===== config.mk =====
export PLATFORM = sky130hd
export DESIGN_NAME = kzmc_fifo
export DESIGN_NICKNAME = d
export VERILOG_FILES = /design/src/hdl/kzmc_pkg.sv /design/src/hdl/kzmc_fifo.sv
export SDC_FILE = /design/constraint.sdc
export NUM_CORES = 1
export LEC_CHECK = 0
export BUFFER_PORTS_ARGS = -buffer_cell sky130_fd_sc_hd__buf_2
export CAP_MARGIN = 20
export CORE_ASPECT_RATIO = 0.9
export CORE_MARGIN = 3
export CORE_UTILIZATION = 40
export DETAILED_ROUTE_END_ITERATION = 7
export GPL_TIMING_DRIVEN = 0
export PLACE_DENSITY = 0.72
export SYNTH_ARGS = -nofsm -noshare
export SYNTH_HDL_FRONTEND = slang
export SYNTH_SLANG_ARGS = --single-unit

===== constraint.sdc =====
create_clock -name clk -period 8.45 [get_ports clk]
set_clock_uncertainty 0.05 [all_clocks]
set_input_delay 0.4225 -clock clk [delete_from_list [all_inputs] [get_ports clk]]
set_output_delay 0.4225 -clock clk [all_outputs]
set_load 0.02 [all_outputs]

===== src/hdl/kzmc_pkg.sv =====
// ----------------------------------------------------------------------------
// kzmc_pkg
// Shared types and constants for the keepout zone move clipper.
// ----------------------------------------------------------------------------
`default_nettype none

package kzmc_pkg;

  localparam int CoordW      = 24;
  localparam int CornerW     = 23;
  localparam int DiffW       = 25;
  localparam int MarginUnits = 128;
  localparam int CfgIdxW     = 3;
  localparam int CfgDataW    = 23;

  // configuration register indexes
  localparam logic [CfgIdxW-1:0] CFG_ENABLE = 3'd0;
  localparam logic [CfgIdxW-1:0] CFG_ARMED  = 3'd1;
  localparam logic [CfgIdxW-1:0] CFG_AX     = 3'd2;
  localparam logic [CfgIdxW-1:0] CFG_AY     = 3'd3;
  localparam logic [CfgIdxW-1:0] CFG_BX     = 3'd4;
  localparam logic [CfgIdxW-1:0] CFG_BY     = 3'd5;

  // message codes
  localparam logic [2:0] MSG_NONE   = 3'd0;
  localparam logic [2:0] MSG_INSIDE = 3'd1;
  localparam logic [2:0] MSG_TARGET = 3'd2;
  localparam logic [2:0] MSG_CROSS  = 3'd3;
  localparam logic [2:0] MSG_WALL   = 3'd4;

  typedef struct packed {
    logic                     mode;
    logic signed [CoordW-1:0] start_x;
    logic signed [CoordW-1:0] start_y;
    logic signed [CoordW-1:0] goal_x;
    logic signed [CoordW-1:0] goal_y;
  } kzmc_in_t;

  typedef struct packed {
    logic                     blocked;
    logic [2:0]               message_code;
    logic signed [CoordW-1:0] result_x;
    logic signed [CoordW-1:0] result_y;
    logic                     other_axes_held;
  } kzmc_out_t;

  // classified move handed from front to back
  typedef struct packed {
    logic                     active;
    logic                     mode;
    logic                     strict;
    logic                     tech;
    logic                     deep;
    logic signed [CoordW-1:0] start_x;
    logic signed [CoordW-1:0] start_y;
    logic signed [CoordW-1:0] goal_x;
    logic signed [CoordW-1:0] goal_y;
    logic signed [DiffW-1:0]  dx;
    logic signed [DiffW-1:0]  dy;
    logic signed [DiffW-1:0]  q0;
    logic signed [DiffW-1:0]  q1;
    logic signed [DiffW-1:0]  q2;
    logic signed [DiffW-1:0]  q3;
  } kzmc_cls_t;

endpackage

`default_nettype wire


===== src/hdl/kzmc_fifo.sv =====
// ----------------------------------------------------------------------------
// kzmc_fifo
// Two-entry queue of classified moves between front and back.
// ----------------------------------------------------------------------------
`default_nettype none

module kzmc_fifo (
  input  wire logic                clk,
  input  wire logic                rst_n,
  input  wire logic                push_valid,
  output logic                     push_ready,
  input  wire kzmc_pkg::kzmc_cls_t push_data,
  output logic                     pop_valid,
  input  wire logic                pop_ready,
  output kzmc_pkg::kzmc_cls_t      pop_data
);
  import kzmc_pkg::*;

  localparam int Depth = 2;
  localparam int PtrW  = $clog2(Depth);
  localparam int CntW  = $clog2(Depth + 1);

  kzmc_cls_t       mem_r [Depth];
  logic [PtrW-1:0] wr_r, rd_r;
  logic [CntW-1:0] cnt_r;
  logic            push, pop;

  assign push_ready = cnt_r != CntW'(Depth);
  assign pop_valid  = cnt_r != '0;
  assign pop_data   = mem_r[rd_r];
  assign push       = push_valid && push_ready;
  assign pop        = pop_valid && pop_ready;

  always_ff @(posedge clk) begin
    if (!rst_n) begin
      wr_r  <= '0;
      rd_r  <= '0;
      cnt_r <= '0;
    end else begin
      if (push) wr_r <= wr_r + PtrW'(1);
      if (pop)  rd_r <= rd_r + PtrW'(1);
      if (push && !pop)      cnt_r <= cnt_r + CntW'(1);
      else if (pop && !push) cnt_r <= cnt_r - CntW'(1);
    end
  end

  always_ff @(posedge clk) begin
    if (push) begin
      mem_r[wr_r] <= push_data;
    end
  end

endmodule

`default_nettype wire


==> reports/metrics.yaml <==
sta:
  worstMarginPinSlew_ns: 0.7700
  relSlewSlack_pct: 48.67
  fin_setup_tns_ns: 0
  setup_viol: 0
  rsz0062_at_grt: "no"
  finalCritPeriodShare_pct: 29.62
  whs_ns: 0.09710
  max_freq_mhz: 399.6
  slew_viol_final: 0
  min_period_ns: 2.503
  hold_viol_final: 0
clock_tree:
  cts-root-buf: "clkbuf_16"
  cts.reportedPaths.clkPinSlew_ns: 0.06
  cts_buffer_depth: 3
  cts_buffers: 50
  clock_latency_ns: 0.56
  clkSinkCount: 507
  cts_htree_levels: 2
  cts_setup_buffers: 0
  tritoncts: "yes"
power:
  peakVddDrop_uv: 281.0
  total_power_uw: 7702
  cellLeakagePower_uw: 0.01040
  power.density_nw_per_um2: 288.7
routing:
  drcViolationCount: 0
  drt_iter0_markers: 444
  ant_nets: 0
  dr.pass1.iters: 4
  wl_per_cell_um: 19.68
  vias_per_cell: 4.708
  num_vias: 10720
  drt-total-wl_mm: 44.79
yosys:
  yosys.area.top_type: "edfxtp_1"
  ys_seq_elements: 507
  synthDistinctLibCells: 21
  synth.net_count: 1061
  ys_seq_area_share_pct: 79.30
  syn-mean-instance-area_um2: 23.77
  synth_top_area_share_pct: 78.78
  synth_area_um2: 19130
  synth_warnings: 0
  ys_top_cells_by_area: "edfxtp_1, mux2_4, mux2_2"
  synth_cells: 805
die:
  die_y_um: 213.5
  fp.dieW_um: 236.5
  initial_utilization_pct: 40.78
  coreArea_um2: 46920
  die_area_um2: 50500
  fp-row-count: 75
  ioPinCount: 508
setup_path:
  r2r_slack_ns: 6.25
  end_kind: "primary output"
  path_cells: "buf_6 -> buf_6 -> buf_6 -> mux2_4 -> buf_2"
  cpMostUsedCell: "buf_6"
  critPathLaunchType: "flop"
  criticalPathCategory: "flop to primary output"
  r2r_start: "cnt_r[0]$_SDFFE_PN0P_"
  arrival_ns: 2.03
  critical_path.top_delay_family: "buffers and inverters"
  cp_max_fo: 10
  max_stage_delay_ns: 0.37
  worst_path_max_delay_cell: "mux2_4"
  timing.rr.end: "mem_r[1][94]$_DFFE_PP_"
  cp.required_ns: 7.98
  r2r.worst_path.cells: 4
  crit_buf_inv: 4
placed_design:
  hpwl_mm: 28.49
  dp.cells: 1934
  gp_congestion: 0.7483
  port_buffers: 507
worst_hold_path:
  min_from: "rst_n"
  hp-class: "primary input to flop"
  min_delay_path_depth: 2
grt:
  grt-ovfl-total: 0
  grt_util_all_layers_pct: 16.95
  grt_pass1_vias: 11620
  grt_start_max_net_pins: 119
  antenna_found_initial: 4
  grt_pass1_wl_mm: 66.39
finish:
  final_nets: 1877
  utilization_pct: 56.86
  regArea_um2: 15170
  final_cells: 2276
  synthToLayoutAreaGrowth_pct: 39.42
  multiInputGateArea_um2: 3684
  drive_gt1_share_pct: 51.72
  fillers: 3477
status:
  outcome: "completed"
run:
  drv_cap: 0
-- per-stage QoR --
stage               instance area [µm²]  setup slack, ns
floorplan                         19130            1.381
global placement                  22440           -1.772
detailed placement                22620            6.286
CTS                               26680            5.844
global route                      26680            5.825
finish                            26680            5.947
-- cells in the final DEF (no fill, tap or decap) --
cell type | synthesis | final
buf_2 | 6 | 513
a21boi_0 | 1 | 1
clkinv_4 | 0 | 1
and3_4 | 0 | 1
ha_1 | 1 | 1
clkbuf_16 | 0 | 51
inv_8 | 0 | 1
bufinv_16 | 0 | 4
nand3b_1 | 1 | 1
and2_1 | 4 | 4
dfxtp_1 | 5 | 5
xor2_1 | 1 | 1
or3_1 | 1 | 1
o21ai_1 | 1 | 1
clkinv_1 | 0 | 15
nand2b_4 | 1 | 1
a21bo_2 | 1 | 1
xnor2_1 | 2 | 2
dlygate4sd3_1 | 0 | 251
mux2_4 | 190 | 190
clkinv_2 | 0 | 4
o21ai_0 | 1 | 1
buf_16 | 0 | 6
diode_2 | 0 | 1
a21boi_1 | 1 | 1
clkbuf_1 | 0 | 14
buf_6 | 22 | 22
inv_6 | 0 | 1
mux2_2 | 61 | 61
edfxtp_1 | 502 | 502
or2_2 | 1 | 1
-- cells in the mapped netlist --
master / n
a21bo_2: 1
a21boi_0: 1
a21boi_1: 1
and2_1: 4
and3_1: 1
buf_2: 6
buf_6: 22
dfxtp_1: 5
edfxtp_1: 502
ha_1: 1
inv_1: 1
mux2_2: 61
mux2_4: 190
nand2b_4: 1
nand3b_1: 1
o21ai_0: 1
o21ai_1: 1
or2_2: 1
or3_1: 1
xnor2_1: 2
xor2_1: 1
-- layer usage --
layer / vias up / GRT usage (%) / routed length, µm
met3: 99 / 4.270 / 2778
met1: 5362 / 19.47 / 16770
met5: - / 0 / 27
met4: 4 / 6.608 / 1561
li1: 4863 / - / -
met2: 388 / 30.68 / 23650
-- area by class of cell --
class | count | share of cell area (%)
Clock buffer | 65 | 4.981
Antenna cell | 1 | 0.009380
Buffer | 28 | 1.041
Inverter | 1 | 0.04221
Multi-Input combinational cell | 269 | 13.81
Timing Repair Buffer | 764 | 19.55
Tap cell | 616 | 2.889
Clock inverter | 25 | 0.8020
Sequential cell | 507 | 56.88
-- registers in the layout, summed over array words and instances (netlist names), named ones only --
register,count
mem_r,502
cnt_r,2
rd_r,1
wr_r,1
-- logic make-up (layout without fill, tap and decap cells) --
family / Yosys count / after routing / synth area share (%)
other cells: 0 / 1 / 0
mux: 251 / 251 / 18.50
xor+xnor: 3 / 3 / 0.1373
fa+ha+maj: 1 / 1 / 0.06538
simple gates: 9 / 9 / 0.3401
flops: 507 / 507 / 79.30
compound gates: 5 / 5 / 0.1831
buf+inv: 29 / 883 / 1.471
-- how the worst max path moves through the flow --
stage	slack [ns]	depth (start not counted)	to	start
3_5_place_dp	6.29	4	mem_r[1][91]$_DFFE_PP_	cnt_r[0]$_SDFFE_PN0P_
4_1_cts	5.84	5	pop_data[121]	flop
3_3_place_gp	-1.77	2	mem_r[1][98]$_DFFE_PP_	cnt_r[0]$_SDFFE_PN0P_
6_report	5.95	5	pop_data[121]	flop
5_1_grt	5.82	5	pop_data[121]	flop
2_1_floorplan	1.38	2	mem_r[1][0]$_DFFE_PP_	cnt_r[0]$_SDFFE_PN0P_
-- repair_timing --
item,CTS,global route
hold buffers,251,0
hold endpoints to repair,502,0
gates resized for setup,0,0
-- power by group --
group          total (µW)  internal (µW)  switching (µW)
Sequential           3220           3140            80.5
Clock                2110           1220             882
Combinational        2370           1050            1320
No activity file was read; power rests on OpenSTA's default activity.
