===== config.mk =====
export PLATFORM = sky130hd
export DESIGN_NAME = kzmc_front
export DESIGN_NICKNAME = d
export VERILOG_FILES = /design/src/hdl/kzmc_pkg.sv /design/src/hdl/kzmc_front.sv
export SDC_FILE = /design/constraint.sdc
export NUM_CORES = 1
export LEC_CHECK = 0
export BUFFER_PORTS_ARGS = -buffer_cell sky130_fd_sc_hd__clkbuf_2
export CAP_MARGIN = 20
export CORE_ASPECT_RATIO = 0.8
export CORE_UTILIZATION = 55
export DETAILED_ROUTE_END_ITERATION = 8
export MAX_ROUTING_LAYER = met4
export PLACE_DENSITY = 0.8
export SYNTH_ARGS = -nofsm -noshare
export SYNTH_HDL_FRONTEND = slang
export SYNTH_SLANG_ARGS = --single-unit

===== constraint.sdc =====
create_clock -name clk -period 9.95 [get_ports clk]
set_clock_uncertainty 0.15 [all_clocks]
set_input_delay 1.4925 -clock clk [delete_from_list [all_inputs] [get_ports clk]]
set_output_delay 1.4925 -clock clk [all_outputs]
set_load 0.03 [all_outputs]

===== src/hdl/kzmc_pkg.sv =====
// ----------------------------------------------------------------------------
// kzmc_pkg
// Shared types and constants for the keepout zone move clipper.
// ----------------------------------------------------------------------------
`default_nettype none

package kzmc_pkg;

  localparam int CoordW      = 24;
  localparam int CornerW     = 23;
  localparam int DiffW       = 25;
  localparam int MarginUnits = 128;
  localparam int CfgIdxW     = 3;
  localparam int CfgDataW    = 23;

  // configuration register indexes
  localparam logic [CfgIdxW-1:0] CFG_ENABLE = 3'd0;
  localparam logic [CfgIdxW-1:0] CFG_ARMED  = 3'd1;
  localparam logic [CfgIdxW-1:0] CFG_AX     = 3'd2;
  localparam logic [CfgIdxW-1:0] CFG_AY     = 3'd3;
  localparam logic [CfgIdxW-1:0] CFG_BX     = 3'd4;
  localparam logic [CfgIdxW-1:0] CFG_BY     = 3'd5;

  // message codes
  localparam logic [2:0] MSG_NONE   = 3'd0;
  localparam logic [2:0] MSG_INSIDE = 3'd1;
  localparam logic [2:0] MSG_TARGET = 3'd2;
  localparam logic [2:0] MSG_CROSS  = 3'd3;
  localparam logic [2:0] MSG_WALL   = 3'd4;

  typedef struct packed {
    logic                     mode;
    logic signed [CoordW-1:0] start_x;
    logic signed [CoordW-1:0] start_y;
    logic signed [CoordW-1:0] goal_x;
    logic signed [CoordW-1:0] goal_y;
  } kzmc_in_t;

  typedef struct packed {
    logic                     blocked;
    logic [2:0]               message_code;
    logic signed [CoordW-1:0] result_x;
    logic signed [CoordW-1:0] result_y;
    logic                     other_axes_held;
  } kzmc_out_t;

  // classified move handed from front to back
  typedef struct packed {
    logic                     active;
    logic                     mode;
    logic                     strict;
    logic                     tech;
    logic                     deep;
    logic signed [CoordW-1:0] start_x;
    logic signed [CoordW-1:0] start_y;
    logic signed [CoordW-1:0] goal_x;
    logic signed [CoordW-1:0] goal_y;
    logic signed [DiffW-1:0]  dx;
    logic signed [DiffW-1:0]  dy;
    logic signed [DiffW-1:0]  q0;
    logic signed [DiffW-1:0]  q1;
    logic signed [DiffW-1:0]  q2;
    logic signed [DiffW-1:0]  q3;
  } kzmc_cls_t;

endpackage

`default_nettype wire


===== src/hdl/kzmc_front.sv =====
// ----------------------------------------------------------------------------
// kzmc_front
// Zone registers, corner sort, inside tests and edge distances; one register.
// ----------------------------------------------------------------------------
`default_nettype none

module kzmc_front (
  input  wire logic                          clk,
  input  wire logic                          rst_n,
  input  wire logic                          cfg_we,
  input  wire logic [kzmc_pkg::CfgIdxW-1:0]  cfg_index,
  input  wire logic [kzmc_pkg::CfgDataW-1:0] cfg_wdata,
  input  wire logic                          in_valid,
  output logic                               in_ready,
  input  wire kzmc_pkg::kzmc_in_t            in_data,
  output logic                               cls_valid,
  input  wire logic                          cls_ready,
  output kzmc_pkg::kzmc_cls_t                cls_data
);
  import kzmc_pkg::*;

  localparam int CmpW = DiffW + 1;

  logic                      enable_r, armed_r;
  logic signed [CornerW-1:0] ax_r, ay_r, bx_r, by_r;
  logic                      v_r;
  kzmc_cls_t                 cls_r, cls_nxt;

  logic signed [CornerW-1:0] xl, xh, yl, yh;
  logic signed [CmpW-1:0]    xlm, xhm, ylm, yhm, sx, sy, gx, gy;

  always_ff @(posedge clk) begin
    if (!rst_n) begin
      enable_r <= 1'b0;
      armed_r  <= 1'b0;
      ax_r     <= 23'sd2560;
      ay_r     <= 23'sd2560;
      bx_r     <= 23'sd12800;
      by_r     <= 23'sd12800;
    end else if (cfg_we) begin
      unique case (cfg_index)
        CFG_ENABLE: enable_r <= cfg_wdata[0];
        CFG_ARMED:  armed_r  <= cfg_wdata[0];
        CFG_AX:     ax_r     <= cfg_wdata;
        CFG_AY:     ay_r     <= cfg_wdata;
        CFG_BX:     bx_r     <= cfg_wdata;
        CFG_BY:     by_r     <= cfg_wdata;
        default: ;
      endcase
    end
  end

  always_comb begin
    xl  = (ax_r < bx_r) ? ax_r : bx_r;
    xh  = (ax_r < bx_r) ? bx_r : ax_r;
    yl  = (ay_r < by_r) ? ay_r : by_r;
    yh  = (ay_r < by_r) ? by_r : ay_r;
    xlm = CmpW'(xl) + CmpW'(MarginUnits);
    xhm = CmpW'(xh) - CmpW'(MarginUnits);
    ylm = CmpW'(yl) + CmpW'(MarginUnits);
    yhm = CmpW'(yh) - CmpW'(MarginUnits);
    sx  = CmpW'(in_data.start_x);
    sy  = CmpW'(in_data.start_y);
    gx  = CmpW'(in_data.goal_x);
    gy  = CmpW'(in_data.goal_y);

    cls_nxt.active  = enable_r & armed_r;
    cls_nxt.mode    = in_data.mode;
    cls_nxt.strict  = (sx > xlm) && (sx < xhm) && (sy > ylm) && (sy < yhm);
    cls_nxt.tech    = (sx >= CmpW'(xl)) && (sx <= CmpW'(xh)) &&
                      (sy >= CmpW'(yl)) && (sy <= CmpW'(yh));
    cls_nxt.deep    = (gx > xlm) && (gx < xhm) && (gy > ylm) && (gy < yhm);
    cls_nxt.start_x = in_data.start_x;
    cls_nxt.start_y = in_data.start_y;
    cls_nxt.goal_x  = in_data.goal_x;
    cls_nxt.goal_y  = in_data.goal_y;
    cls_nxt.dx      = DiffW'(in_data.goal_x) - DiffW'(in_data.start_x);
    cls_nxt.dy      = DiffW'(in_data.goal_y) - DiffW'(in_data.start_y);
    cls_nxt.q0      = DiffW'(in_data.start_x) - DiffW'(xl);
    cls_nxt.q1      = DiffW'(xh) - DiffW'(in_data.start_x);
    cls_nxt.q2      = DiffW'(in_data.start_y) - DiffW'(yl);
    cls_nxt.q3      = DiffW'(yh) - DiffW'(in_data.start_y);
  end

  assign in_ready  = !v_r || cls_ready;
  assign cls_valid = v_r;
  assign cls_data  = cls_r;

  always_ff @(posedge clk) begin
    if (!rst_n) begin
      v_r <= 1'b0;
    end else if (in_ready) begin
      v_r <= in_valid;
    end
  end

  always_ff @(posedge clk) begin
    if (in_valid && in_ready) begin
      cls_r <= cls_nxt;
    end
  end

endmodule

`default_nettype wire


==> flow_summary.ini <==
[yosys]
ys_seq_area_share_pct = 36.64
synth_top_area_cell = edfxtp_1
syn-instance-count = 2754
synthArstFlopShare_pct = 0
post-synth-top-count-cell = ha_1
yosys-top-cells-count = ha_1, nand2_1, edfxtp_1, inv_1, a21oi_1
synth_area_sq_um = 25760
synth_edf_count = 251
syn_nets = 3256
yosys_warnings = 0
synth.distinct_cells = 78
synthTopCellsByArea = edfxtp_1, ha_1, dfxtp_1
dominantRegCellSynth = edfxtp_1
synth_seq_cells = 346
avgSynthCellArea_sq_um = 9.355
synth_top_area_share_pct = 29.26

[routing]
vias = 23036
drcViolationCount = 0
drt_wl_total_um = 84820
wl_met1_um = 38860
wl_met3_um = 8313
detail-route-antenna-nets = 0
highest_layer = met4
first_pass_iters = 6
wl_per_cell_um = 22.53
drt_iter0_drc = 2420
avgViaCountPerCell = 6.118
wl_met2_um = 35590

[hold_path]
min_from = bx_r[4]
holdPathStages = 2
hold_path_class = flip-flop to flip-flop
whs_endpoint = bx_r[4]

[floorplan]
rows = 70
start_util_pct = 56.03
die-height_um = 195.6
core_area_sq_um = 45980
die-area_sq_um = 47720
die_w_um = 244.0
io_pins = 381

[setup_path]
crit_path_end_kind = flip-flop
critical_path_arrival_ns = 8.22
worstSetupPathType = flip-flop to flip-flop
rrSetupSlack_ns = 1.97
rr_endpoint = cls_data[246]
ff2ff_path_depth = 24
cp-start-kind = flip-flop
cp_max_fo = 39
crit_required_ns = 10.19
reg2reg_from = bx_r[8]

[power_and_ir_drop]
power_density_nw_per_um2 = 154.2
p_leak_nw = 12.57
irDropWorstVdd_v = 0.0001603
power_mw = 4.555

[clocking]
cts_sinks = 346
numCtsBuffers = 38
cts_resized = 0
insertion_delay_ns = 0.58
cts_buffer_depth = 3
root_buffer = clkbuf_16
postCtsHoldBufs = 0
postCtsSetupRepairBufs = 0
cts_max_level = 2
clkTransAtPathRegs_ns = 0.06
cts_tree = done

[grt]
grt_pass1_vias = 21489
track_usage_pct = 36.01
antenna_found_initial = 0
grt_max_degree = 95
grt_pass1_wl_um = 127700
grt_overflow_total = 0

[placement]
place.port_buffers = 380
dp_slack_ns = 2.203
dp.cells = 3697
gp_congestion = 1.012
dp_hpwl_um = 68050

[layout]
drive_above_1_share_pct = 15.64
fin_cells = 3765
area_growth_syn_to_layout_pct = 14.65
layout.nets = 3627
n_antenna_cell = 0
post-route-util_pct = 64.24

[sta]
min_period_ns = 7.984
tightest_slew_ns = 1.130
hold_viol = 0
period_share_pct = 80.24
rsz0062_at_grt = false
setup-tns-final_ns = 0
max_clock_freq_mhz = 125.3
fin_ws_ns = 1.966
report.final.slew_viol_count = 0
setup_viol = 0
slew_headroom_pct = 23.87

[run]
drv_cap = 0

[run_status]
status = finished, final reports clean
==> routing by layer <==
layer / track usage, % / up-vias
met5: - / -
met4: 9.213 / 0
met3: 6.501 / 134
met2: 50.83 / 1079
met1: 52.73 / 11049
li1: - / 10774
==> logic make-up (layout without fill, tap and decap cells) <==
family | Yosys count | count (layout) | share of synthesized area [%]
buffers and inverters | 257 | 656 | 3.817
AO/OA/AOI/OAI | 673 | 673 | 16.83
AND/OR/NAND/NOR | 872 | 872 | 16.05
XOR/XNOR | 177 | 177 | 6.017
adder cells (fa/ha/maj) | 374 | 374 | 18.34
flip-flops | 346 | 346 | 36.64
multiplexers | 55 | 55 | 2.312
==> worst max-delay path by stage <==
| stage | start | end | cells past startpoint |
|---|---|---|---|
| after floorplan | cls_ready | cls_data[0] | 2 |
| after CTS | bx_r[4] | cls_data[246] | 24 |
| final | bx_r[8] | cls_data[246] | 24 |
| after global routing | by_r[22] | cls_data[248] | 21 |
| after detailed placement | bx_r[22] | cls_data[246] | 24 |
| after global placement | bx_r[22] | cls_data[246] | 24 |
==> placed cells by master, fill, tap and decap left out, types with 48 or more instances in the layout <==
master	count
a21boi_0	90
a21o_1	70
a21oi_1	191
clkbuf_2	380
dfxtp_1	95
edfxtp_1	251
ha_1	368
inv_1	193
nand2_1	340
nand3_1	77
nand4_1	48
nor2_1	164
nor3_1	51
o21ai_0	116
xnor2_1	130
==> registers in the layout, summed over array words and instances (netlist names) <==
name / flops
ay_r: 23
by_r: 23
enable_r: 1
ax_r: 23
bx_r: 23
cls_data: 251
armed_r: 1
cls_valid: 1
==> worst max-delay path: stages (launching register included) <==
cell and delay [ns]:
dfxtp_1 0.38, inv_1 0.09, ha_1 0.31, a21oi_1 0.20, o21ai_0 0.27, a211oi_1 0.41
o21ai_2 0.21, o21ai_2 0.32, and2_2 0.69, buf_4 0.38, a21o_1 0.24, ha_1 0.31
a21boi_1 0.53, nand2_1 0.15, xnor2_1 0.18, ha_1 0.31, nand4_1 0.15, nor3_1 0.40
nand3_1 0.26, o221ai_1 0.23, a21oi_1 0.10, mux2i_1 0.23, or4b_1 0.63, or4_1 0.53
o32ai_1 0.12
==> power by group <==
group / internal [mW] / leakage, nW / switching [mW] / total [mW]
combinational: 0.449 / 8.77 / 0.911 / 1.36
clock: 0.830 / 0.598 / 0.623 / 1.45
sequential: 1.70 / 3.20 / 0.0426 / 1.74
total: 2.98 / 12.6 / 1.58 / 4.56
==> cell type report <==
type,instances,area (sq um)
fill,3822,16440
multi-input combinational,2151,15370
sequential,346,9439
tap,612,765.7
clock inverter,23,225.2
timing repair buffer,395,2009
clock buffer,45,1008
inverter,193,724.4
==> stage by stage <==
step                area, sq um  hold WS, ns
floorplan                 25760       0.2935
global placement          28290       0.3108
detailed placement        28300       0.3083
CTS                       29540       0.3168
global route              29540       0.3434
finish                    29540       0.3142
Note: power is estimated with default switching activity, not from simulation.
